--- src/hw/rtl/ufd_pkg.sv ---
// Shared types and constants for the UTF-8 byte stream decoder.
package ufd_pkg;

    localparam int unsigned ByteW  = 8;
    localparam int unsigned CpW    = 21;
    localparam int unsigned HeldW  = 2;
    localparam int unsigned LenW   = 3;
    localparam int unsigned NHeld  = 3;

    // Sequence lengths
    localparam logic [LenW-1:0] SEQ_LEN_2 = 3'd2;
    localparam logic [LenW-1:0] SEQ_LEN_3 = 3'd3;
    localparam logic [LenW-1:0] SEQ_LEN_4 = 3'd4;

    // Smallest legal value per length (anything below is overlong)
    localparam logic [CpW-1:0] FLOOR_2 = 21'h00080;
    localparam logic [CpW-1:0] FLOOR_3 = 21'h00800;
    localparam logic [CpW-1:0] FLOOR_4 = 21'h10000;

    localparam logic [ByteW-1:0] CONT_MASK = 8'h3F;

    typedef logic [NHeld-1:0][ByteW-1:0] ufd_held_t;

    typedef struct packed {
        logic [HeldW-1:0] bytes_held;
        logic [LenW-1:0]  seq_len;
    } ufd_state_t;

    typedef struct packed {
        logic             emit;
        logic [CpW-1:0]   code_point;
        logic             hb_we;
        logic [HeldW-1:0] hb_idx;
    } ufd_step_t;

endpackage

--- src/hw/rtl/ufd_step.sv ---
// One decode step: byte plus sequence state in, next state and result out.
module ufd_step (
    input  logic [ufd_pkg::ByteW-1:0] in_byte,
    input  ufd_pkg::ufd_state_t       state,
    input  ufd_pkg::ufd_held_t        held_bytes,
    output ufd_pkg::ufd_state_t       state_next,
    output ufd_pkg::ufd_step_t        step
);

    logic [ufd_pkg::LenW-1:0] held_plus1;
    logic [ufd_pkg::CpW-1:0]  cp2;
    logic [ufd_pkg::CpW-1:0]  cp3;
    logic [ufd_pkg::CpW-1:0]  cp4;
    logic [5:0]               c_bits;

    assign held_plus1 = {1'b0, state.bytes_held} + 3'd1;
    assign c_bits     = in_byte[5:0];

    assign cp2 = {10'd0, held_bytes[0][4:0], c_bits};
    assign cp3 = {5'd0, held_bytes[0][3:0], held_bytes[1][5:0], c_bits};
    assign cp4 = {held_bytes[0][2:0], held_bytes[1][5:0], held_bytes[2][5:0], c_bits};

    always_comb begin
        state_next      = state;
        step.emit       = 1'b0;
        step.code_point = {13'd0, in_byte};
        step.hb_we      = 1'b0;
        step.hb_idx     = state.bytes_held;

        if (!in_byte[7]) begin
            // ASCII: pass through, abort any open sequence
            state_next.bytes_held = '0;
            step.emit             = 1'b1;
        end else if (state.bytes_held == '0) begin
            if (in_byte[6]) begin
                step.hb_we  = 1'b1;
                step.hb_idx = '0;
                state_next.bytes_held = 2'd1;
                if (!in_byte[5]) begin
                    state_next.seq_len = ufd_pkg::SEQ_LEN_2;
                end else if (!in_byte[4]) begin
                    state_next.seq_len = ufd_pkg::SEQ_LEN_3;
                end else if (!in_byte[3]) begin
                    state_next.seq_len = ufd_pkg::SEQ_LEN_4;
                end else begin
                    state_next.bytes_held = '0;  // F8..FF dropped
                end
            end
        end else if (in_byte[6]) begin
            // lead byte inside a sequence: drop both
            state_next.bytes_held = '0;
        end else if (held_plus1 < state.seq_len) begin
            step.hb_we            = 1'b1;
            state_next.bytes_held = held_plus1[ufd_pkg::HeldW-1:0];
        end else begin
            state_next.bytes_held = '0;
            if (held_plus1 == state.seq_len) begin
                case (state.seq_len)
                    ufd_pkg::SEQ_LEN_2: begin
                        step.code_point = cp2;
                        step.emit       = (cp2 >= ufd_pkg::FLOOR_2);
                    end
                    ufd_pkg::SEQ_LEN_3: begin
                        step.code_point = cp3;
                        step.emit       = (cp3 >= ufd_pkg::FLOOR_3);
                    end
                    ufd_pkg::SEQ_LEN_4: begin
                        step.code_point = cp4;
                        step.emit       = (cp4 >= ufd_pkg::FLOOR_4);
                    end
                    default: begin
                        step.emit = 1'b0;
                    end
                endcase
            end
        end
    end

endmodule

--- src/hw/rtl/utf8_byte_stream_decoder_unit.sv ---
// Top level of the UTF-8 byte stream decoder: input register, decode, result register.
// Decodes one byte of a UTF-8 stream per item and gives a 21-bit code point when a
// sequence completes. Throughput is one byte per clock while m_ready does not hold
// back a waiting result. A byte is held in the input register, then its result is
// registered in the result register, which drives m_valid. The sequence state
// (bytes held, expected length, lead and continuation bytes) updates when a byte
// leaves the input register, so each byte sees the state left by the one before it.
// ASCII bytes pass through and abort an open sequence; F8..FF, stray continuation
// bytes, a lead byte inside an open sequence and overlong forms give no result.
// Surrogates and values above 10FFFF are emitted as decoded. Bytes that give no
// result still take one slot in the pipe but never reach the output. s_ready
// depends combinationally on m_ready when both registers are full.
module utf8_byte_stream_decoder_unit (
    input  logic                      aclk,
    input  logic                      aresetn,
    input  logic                      s_valid,
    output logic                      s_ready,
    input  logic [ufd_pkg::ByteW-1:0] s_in_byte,
    output logic                      m_valid,
    input  logic                      m_ready,
    output logic [ufd_pkg::CpW-1:0]   m_code_point
);

    // input register
    logic                      in_valid_reg;
    logic [ufd_pkg::ByteW-1:0] in_byte_reg;

    // sequence state
    ufd_pkg::ufd_state_t state_reg;
    ufd_pkg::ufd_state_t state_next;
    ufd_pkg::ufd_held_t  held_reg;

    // result register
    logic                    out_valid_reg;
    logic [ufd_pkg::CpW-1:0] code_point_reg;

    ufd_pkg::ufd_step_t step;
    logic               advance;
    logic               s_fire;

    // the byte in the input register moves on once the result slot is free
    assign advance = in_valid_reg && (!out_valid_reg || m_ready);
    assign s_ready = !in_valid_reg || advance;
    assign s_fire  = s_valid && s_ready;

    assign m_valid      = out_valid_reg;
    assign m_code_point = code_point_reg;

    ufd_step u_step (
        .in_byte    (in_byte_reg),
        .state      (state_reg),
        .held_bytes (held_reg),
        .state_next (state_next),
        .step       (step)
    );

    always_ff @(posedge aclk) begin
        if (!aresetn) begin
            in_valid_reg  <= 1'b0;
            out_valid_reg <= 1'b0;
            state_reg     <= '0;
        end else begin
            if (s_fire) begin
                in_valid_reg <= 1'b1;
            end else if (advance) begin
                in_valid_reg <= 1'b0;
            end

            if (advance) begin
                state_reg     <= state_next;
                out_valid_reg <= step.emit;
            end else if (m_ready) begin
                out_valid_reg <= 1'b0;
            end
        end
    end

    // payload registers, no reset
    always_ff @(posedge aclk) begin
        if (s_fire) begin
            in_byte_reg <= s_in_byte;
        end
        if (advance && step.emit) begin
            code_point_reg <= step.code_point;
        end
        if (advance && step.hb_we) begin
            case (step.hb_idx)
                2'd0:    held_reg[0] <= in_byte_reg;
                2'd1:    held_reg[1] <= in_byte_reg;
                2'd2:    held_reg[2] <= in_byte_reg;
                default: held_reg[0] <= held_reg[0];
            endcase
        end
    end

    // an open sequence always has a legal length and fewer held bytes than that length
    a_state_legal: assert property (@(posedge aclk) disable iff (!aresetn)
        (state_reg.bytes_held != '0) |->
            ((state_reg.seq_len == ufd_pkg::SEQ_LEN_2 ||
              state_reg.seq_len == ufd_pkg::SEQ_LEN_3 ||
              state_reg.seq_len == ufd_pkg::SEQ_LEN_4) &&
             ({1'b0, state_reg.bytes_held} < state_reg.seq_len)))
        else $error("sequence state out of range");

    // an ASCII byte leaving the input register shows up unchanged on the output
    a_ascii_pass: assert property (@(posedge aclk) disable iff (!aresetn)
        (advance && !in_byte_reg[7]) |=>
            (m_valid && m_code_point == {13'd0, $past(in_byte_reg)} &&
             state_reg.bytes_held == '0))
        else $error("ASCII byte not passed through");

    // a result caused by a non-ASCII byte is never below 0x80
    a_no_overlong: assert property (@(posedge aclk) disable iff (!aresetn)
        (advance && in_byte_reg[7] && step.emit) |=> (m_code_point >= ufd_pkg::FLOOR_2))
        else $error("overlong result emitted");

    // a new result appears only when a byte has advanced out of the input register
    a_out_source: assert property (@(posedge aclk) disable iff (!aresetn)
        $rose(out_valid_reg) |-> $past(advance))
        else $error("result appeared without a decoded byte");

endmodule
--- config.mk ---
export PLATFORM = sky130hd
export DESIGN_NAME = utf8_byte_stream_decoder_unit
export DESIGN_NICKNAME = d
export VERILOG_FILES = /design/src/hw/rtl/ufd_pkg.sv /design/src/hw/rtl/ufd_step.sv /design/src/hw/rtl/utf8_byte_stream_decoder_unit.sv
export SDC_FILE = /design/constraint.sdc
export NUM_CORES = 1
export LEC_CHECK = 0
export BUFFER_PORTS_ARGS = -buffer_cell sky130_fd_sc_hd__buf_4
export CORE_AREA = 4 4 101 103
export DETAILED_ROUTE_END_ITERATION = 6
export DIE_AREA = 0 0 105 107
export PLACE_DENSITY = 0.42
export SETUP_SLACK_MARGIN = 0.02
export SYNTH_ARGS = -nofsm -noshare
export SYNTH_HDL_FRONTEND = slang
export SYNTH_SLANG_ARGS = --single-unit
--- constraint.sdc ---
create_clock -name aclk -period 5.98 [get_ports aclk]
set_input_delay 1.196 -clock aclk [delete_from_list [all_inputs] [get_ports aclk]]
set_output_delay 1.196 -clock aclk [all_outputs]
set_load 0.005 [all_outputs]
# ---- Yosys cells after proc, flatten, opt, wreduce, memory -nomap -nowiden
# Index checks and enable logic that the tools add are counted.
dict set report totals {
  elab_cells 71
  out_inout_bits 23
  ff_bits 53
}
dict set report op_classes {
  reduce_logical 18
  muxes 27
  addsub 1
  bitwise_logic 2
  eq_ne 8
  magnitude_cmp 4
}
# cell n
set ops {}
lappend ops {{$mux 22} 3}
lappend ops {{$pmux 21 s3} 1}
lappend ops {{$mux 23} 1}
lappend ops {{$ge 21x17->1 const B} 1}
lappend ops {{$ge 16x12->1 const B} 1}
lappend ops {{$mux 2} 6}
lappend ops {{$mux 3} 4}
lappend ops {{$ge 11x8->1 const B} 1}
lappend ops {{$mux 10} 1}
lappend ops {{$mux 1} 9}
lappend ops {{$reduce_and 2->1} 4}
lappend ops {{$eq 3x2->1 const B} 2}
lappend ops {{$ne 3x3->1 const B} 2}
lappend ops {{$mux 5} 1}
lappend ops {{$reduce_and 5->1} 1}
lappend ops {{$reduce_or 5->1} 1}
lappend ops {{$logic_and 1x1->1} 4}
lappend ops {{$logic_not 2->1} 2}
lappend ops {{$reduce_bool 2->1} 2}
lappend ops {{$add 2x1->3 const B} 1}
lappend ops {{$eq 3x3->1} 1}
lappend ops {{$eq 3x3->1 const B} 1}
lappend ops {{$lt 3x3->1} 1}
lappend ops {{$pmux 1 s3} 1}
lappend ops {{5 further kinds} 8}

# ---- Longest topological paths before layout
dict set report logic_depth {
  depth_word 9
  ltp_mapped 7
}

# ---- By module
# From an unflattened synthesis, not the netlist that was laid out.
dict set report unflattened {
  cells_unflattened 186
  hier_area_um2 2558.7
}
# module seq_area_each_um2 cells_each n_inst area_each_um2
set modules_own_cells {}
lappend modules_own_cells {utf8_byte_stream_decoder_unit 1731.7 90 1 1928.1}
lappend modules_own_cells {ufd_step 0.0 96 1 630.6}

# ---- Least setup slack after synthesis
# Ideal clock, no wire load.
dict set report synth_timing {
  path_kind {reg2reg}
  startpoint {reg state_reg[3] (netlist bit)}
  endpoint {reg code_point_reg (netlist bit m_code_point[0]) (enable)}
  setup_ps 407
  slack_ps 2923
  n_path_buf 0
  path_stages_with_launch 8
  t_arrival_ps 2650
  period_less_slack_ps 3057
  path_cell_list {dfxtp_1 inv_1 ha_1 ha_1 nand3_1 a211oi_4 nand4_1 o22ai_1}
}
dict set report synth_between {
  elab_chain_len 8
  elab_cells_between_ends 10
  classes_between {1 x add/sub; 1 x order compare; 1 x eq/ne; 5 x mux; 2 x reduce/logical}
}
# item line_no
set synth_lines {}
lappend synth_lines {{start, declared} utf8_byte_stream_decoder_unit.sv:29} ;# ufd_pkg::ufd_state_t state_reg;
lappend synth_lines {{start signal, assigned} utf8_byte_stream_decoder_unit.sv:70} ;# state_reg <= state_next;
lappend synth_lines {{parallel branches: the longest is 5 deep, another holds $add 2x1->3} -}
lappend synth_lines {{$mux 22 (*)} ufd_step.sv:34} ;# end else if (state.bytes_held == '0) begin
lappend synth_lines {{$mux 1 (*)} ufd_step.sv:30} ;# if (!in_byte[7]) begin
lappend synth_lines {{$logic_and 1x1->1 (*)} utf8_byte_stream_decoder_unit.sv:83} ;# if (advance && step.emit) begin
lappend synth_lines {{end signal, assigned} utf8_byte_stream_decoder_unit.sv:84} ;# code_point_reg <= step.code_point;
lappend synth_lines {{end, declared} utf8_byte_stream_decoder_unit.sv:35} ;# logic [ufd_pkg::CpW-1:0] code_point_reg;
# Every way passes the cells marked *.
# A chain may end at the register's enable or synchronous reset.

# ---- Worst setup path after layout
dict set report layout_timing {
  startpoint {reg state_reg[3] (netlist bit)}
  endpoint {reg code_point_reg (netlist bit m_code_point[9]) (enable)}
}
# Same word-level chain as after synthesis.

==> summary.md <==
| Metric | Value |
|---|---|
| Outcome | `completed` |
| Design Area, Final | `approximately 2800 sq um` |
| Worst setup margin | `between 3 and 4 ns` |
| Tightest Pin Transition | `approximately 1.1 ns` |
| Final Wtd Congestion | `approximately 0.8` |
| Mapped Cells | `around 170` |
| CTS max path bufs | `2` |
| Clock Root Buffer | `clkbuf_8` |
| Avg Vias per Cell | `~4.4` |
| Multi-input logic area | `slightly above 700 sq um` |
| Dpl ws | `~3.0 ns` |
| IO Pins | `35` |
| Syn_area_per_cell | `13.8 sq um` |
| Via count | `1,386` |
| Hold-fix buffers at CTS | `0` |
| First-pass GRT wire length | `approximately 7500 um` |
| WP data required | `between 5 and 6 ns` |
| Area Overhead vs Synth | `19.9%` |
| ANT nets after route | `0` |
| Overflow after GRT | `0` |
| Number of synthesized register bits | `53` |
| Number of global-route vias before repair | `~1,500` |
| Cell leakage power | `0.950 nW` |
| Largest net degree at the start of global routing | `22` |
| Critical Path Sink Type | `flip-flop` |
| # diodes | `0` |
| Tot GR Track Use | `around 8.6%` |
| Post-synthesis sequential area ratio | `roughly two thirds` |
| Layout Skew | `~0.0046 ns` |
| Initial Utilization | `25.0%` |
| Layout cell share with drive strength beyond 1 | `24.5%` |
| Fin nets | `around 220` |
| Worst Path Arrival | `between 2 and 3 ns` |
| Core area | `approximately 9200 sq um` |
| Placed Cells | `308` |
| Fin. Hold Viols | `0` |
| Slew headroom | `27.1%` |
| Post-DP Area | `2670 sq um` |
| Site Rows | `35` |
| Setup Buffers After CTS | `0` |
| Fraction of registers with async set/reset | `0%` |
| Pwr per Cell Area | `around 240 nW/um^2` |
| # fillers | `roughly 950` |
| Initial antenna violation count | `0` |
| Worst setup path startpoint | `state_reg[3]` |
| Clock Latency Late Sink | `0.30 ns` |
| Commonest non-fill, non-tap cell in the layout | `edfxtp_1` |
| Max reg flops | `21` |
| Avg WL per Cell | `14.3 um` |
| Reg-to-reg startpoint | `state_reg[3]` |
| Fin Setup TNS | `0 ns` |
| DR iter-0 viols | `roughly 70` |
| RSZ-0062 raised after global routing | `no` |
| Clk slew on worst S/H paths | `approximately 0.090 ns` |
| Drt first pass iters | `4` |
| DRC viols | `0` |
| Synth unique cells | `a little over 40` |
| Fin. max-slew vios | `0` |
| Fin crit share | `between 40% and 50%` |
| Die Width | `approximately 110 um` |
| PostCTS Resize Cnt | `0` |
| Mapped Nets | `about 190` |
| Final Critical Period | `about 3.0 ns` |
| I/O Buffers | `34` |
| EDFF count, synth | `46` |
| Clock sinks | `53` |
| Peak supply drop | `roughly 100 uV` |
| Post-detailed-placement half-perimeter wirelength | `3350 um` |
| Final wirelength | `approximately 4500 um` |
| Most frequent cells in the layout | `edfxtp_1, buf_4, nor2_1, and2_1, inv_1` |
| Finish-stage setup viols | `0` |
| Yosys warnings | `0` |
| Worst setup path class | `flip-flop to flip-flop` |
| CP Max Fanout | `21` |
| Ys flop type | `edfxtp_1` |
| CTS Buf Count | `5` |
| FMAX | `336 MHz` |
| Register area | `roughly 1500 sq um` |
| Hold Path Class | `flip-flop to flip-flop` |
| Hold Path Origin | `state_reg[4]` |
| Die footprint | `approximately 11,000 sq um` |
| Hold WS | `0.506 ns` |
| Startpoint Class | `flip-flop` |
| Non-filler cells, final | `roughly 320` |
| Cell Area, Synth | `2300 sq um` |
| MaxCap Viol Count | `0` |
| CTS tree | `yes` |
| Die Height | `approximately 110 um` |
| CTS H-Tree Depth | `2` |
[worst max-delay path, stage by stage, from the launching register on]
cell      delay [ns]
dfxtp_1         0.44
inv_1           0.09
ha_1            0.33
ha_1            0.29
nand3_1         0.14
a211oi_4        0.32
nand4_1         0.15
o22ai_2         0.83
[per-layer routing]
metal  vias up  wire, um  track usage (%)
met5         -         0                0
met4         0       100             4.40
met3         6       181             2.11
met2        30      2050             13.4
met1       656      2170             11.1
li1        694         -                -
[metrics by stage]
stage               util, %  power, mW
floorplan                 -      0.441
global placement       29.0      0.459
detailed placement     29.0      0.459
CTS                    29.9      0.659
global route           29.9      0.682
finish                 29.9      0.649
[kinds of logic (layout without fill, tap and decap cells)]
group                    after synthesis  count (layout)  synth area share, %
AND/OR/NAND/NOR                       58              58                 15.8
AO/OA/AOI/OAI                         33              33                 9.80
buffers and inverters                 12              49                 2.56
adder cells (fa/ha/maj)                7               7                 3.81
multiplexers                           4               4                 1.74
flip-flops                            53              53                 66.2
[worst paths after layout]
check                           cells past startpoint         endpoint  slack, ns
worst max register to register                      7  m_code_point[9]       3.01
worst min register to register                      2     state_reg[4]       0.51
worst max-delay path                                7  m_code_point[9]       3.01
worst min-delay path                                2     state_reg[4]       0.51
[synthesized netlist by cell type (all sizes together), types with 4 or more instances]
| cell | instances | area share [%] |
|---|---|---|
| ha | 7 | 3.8 |
| nor3b | 4 | 2.0 |
| nand3 | 5 | 1.6 |
| inv | 8 | 1.3 |
| nand2 | 7 | 1.1 |
| a22oi | 5 | 1.6 |
| buf | 4 | 1.3 |
| o21ai | 7 | 1.5 |
| nor3 | 4 | 0.87 |
| and2 | 9 | 2.5 |
| edfxtp | 46 | 60 |
| a31oi | 4 | 1.1 |
| nor2b | 4 | 1.1 |
| dfxtp | 7 | 6.1 |
| mux2i | 4 | 1.7 |
| nor2 | 14 | 2.6 |
| a21oi | 7 | 1.5 |
[final cells by class]
type,instances,area share (%)
clock inverters,2,0.591
inverters,8,1.09
flip-flops and latches,53,55.2
repair buffers,34,9.27
clock buffers,5,2.50
multi-input cells,102,26.3
well taps,111,5.04
[where the power goes]
part	total (mW)	switching [mW]	internal [mW]
clock	0.199	0.118	0.0810
sequential	0.419	0.00928	0.410
combinational	0.0304	0.0150	0.0153
No activity file was read; power rests on OpenSTA's default activity.
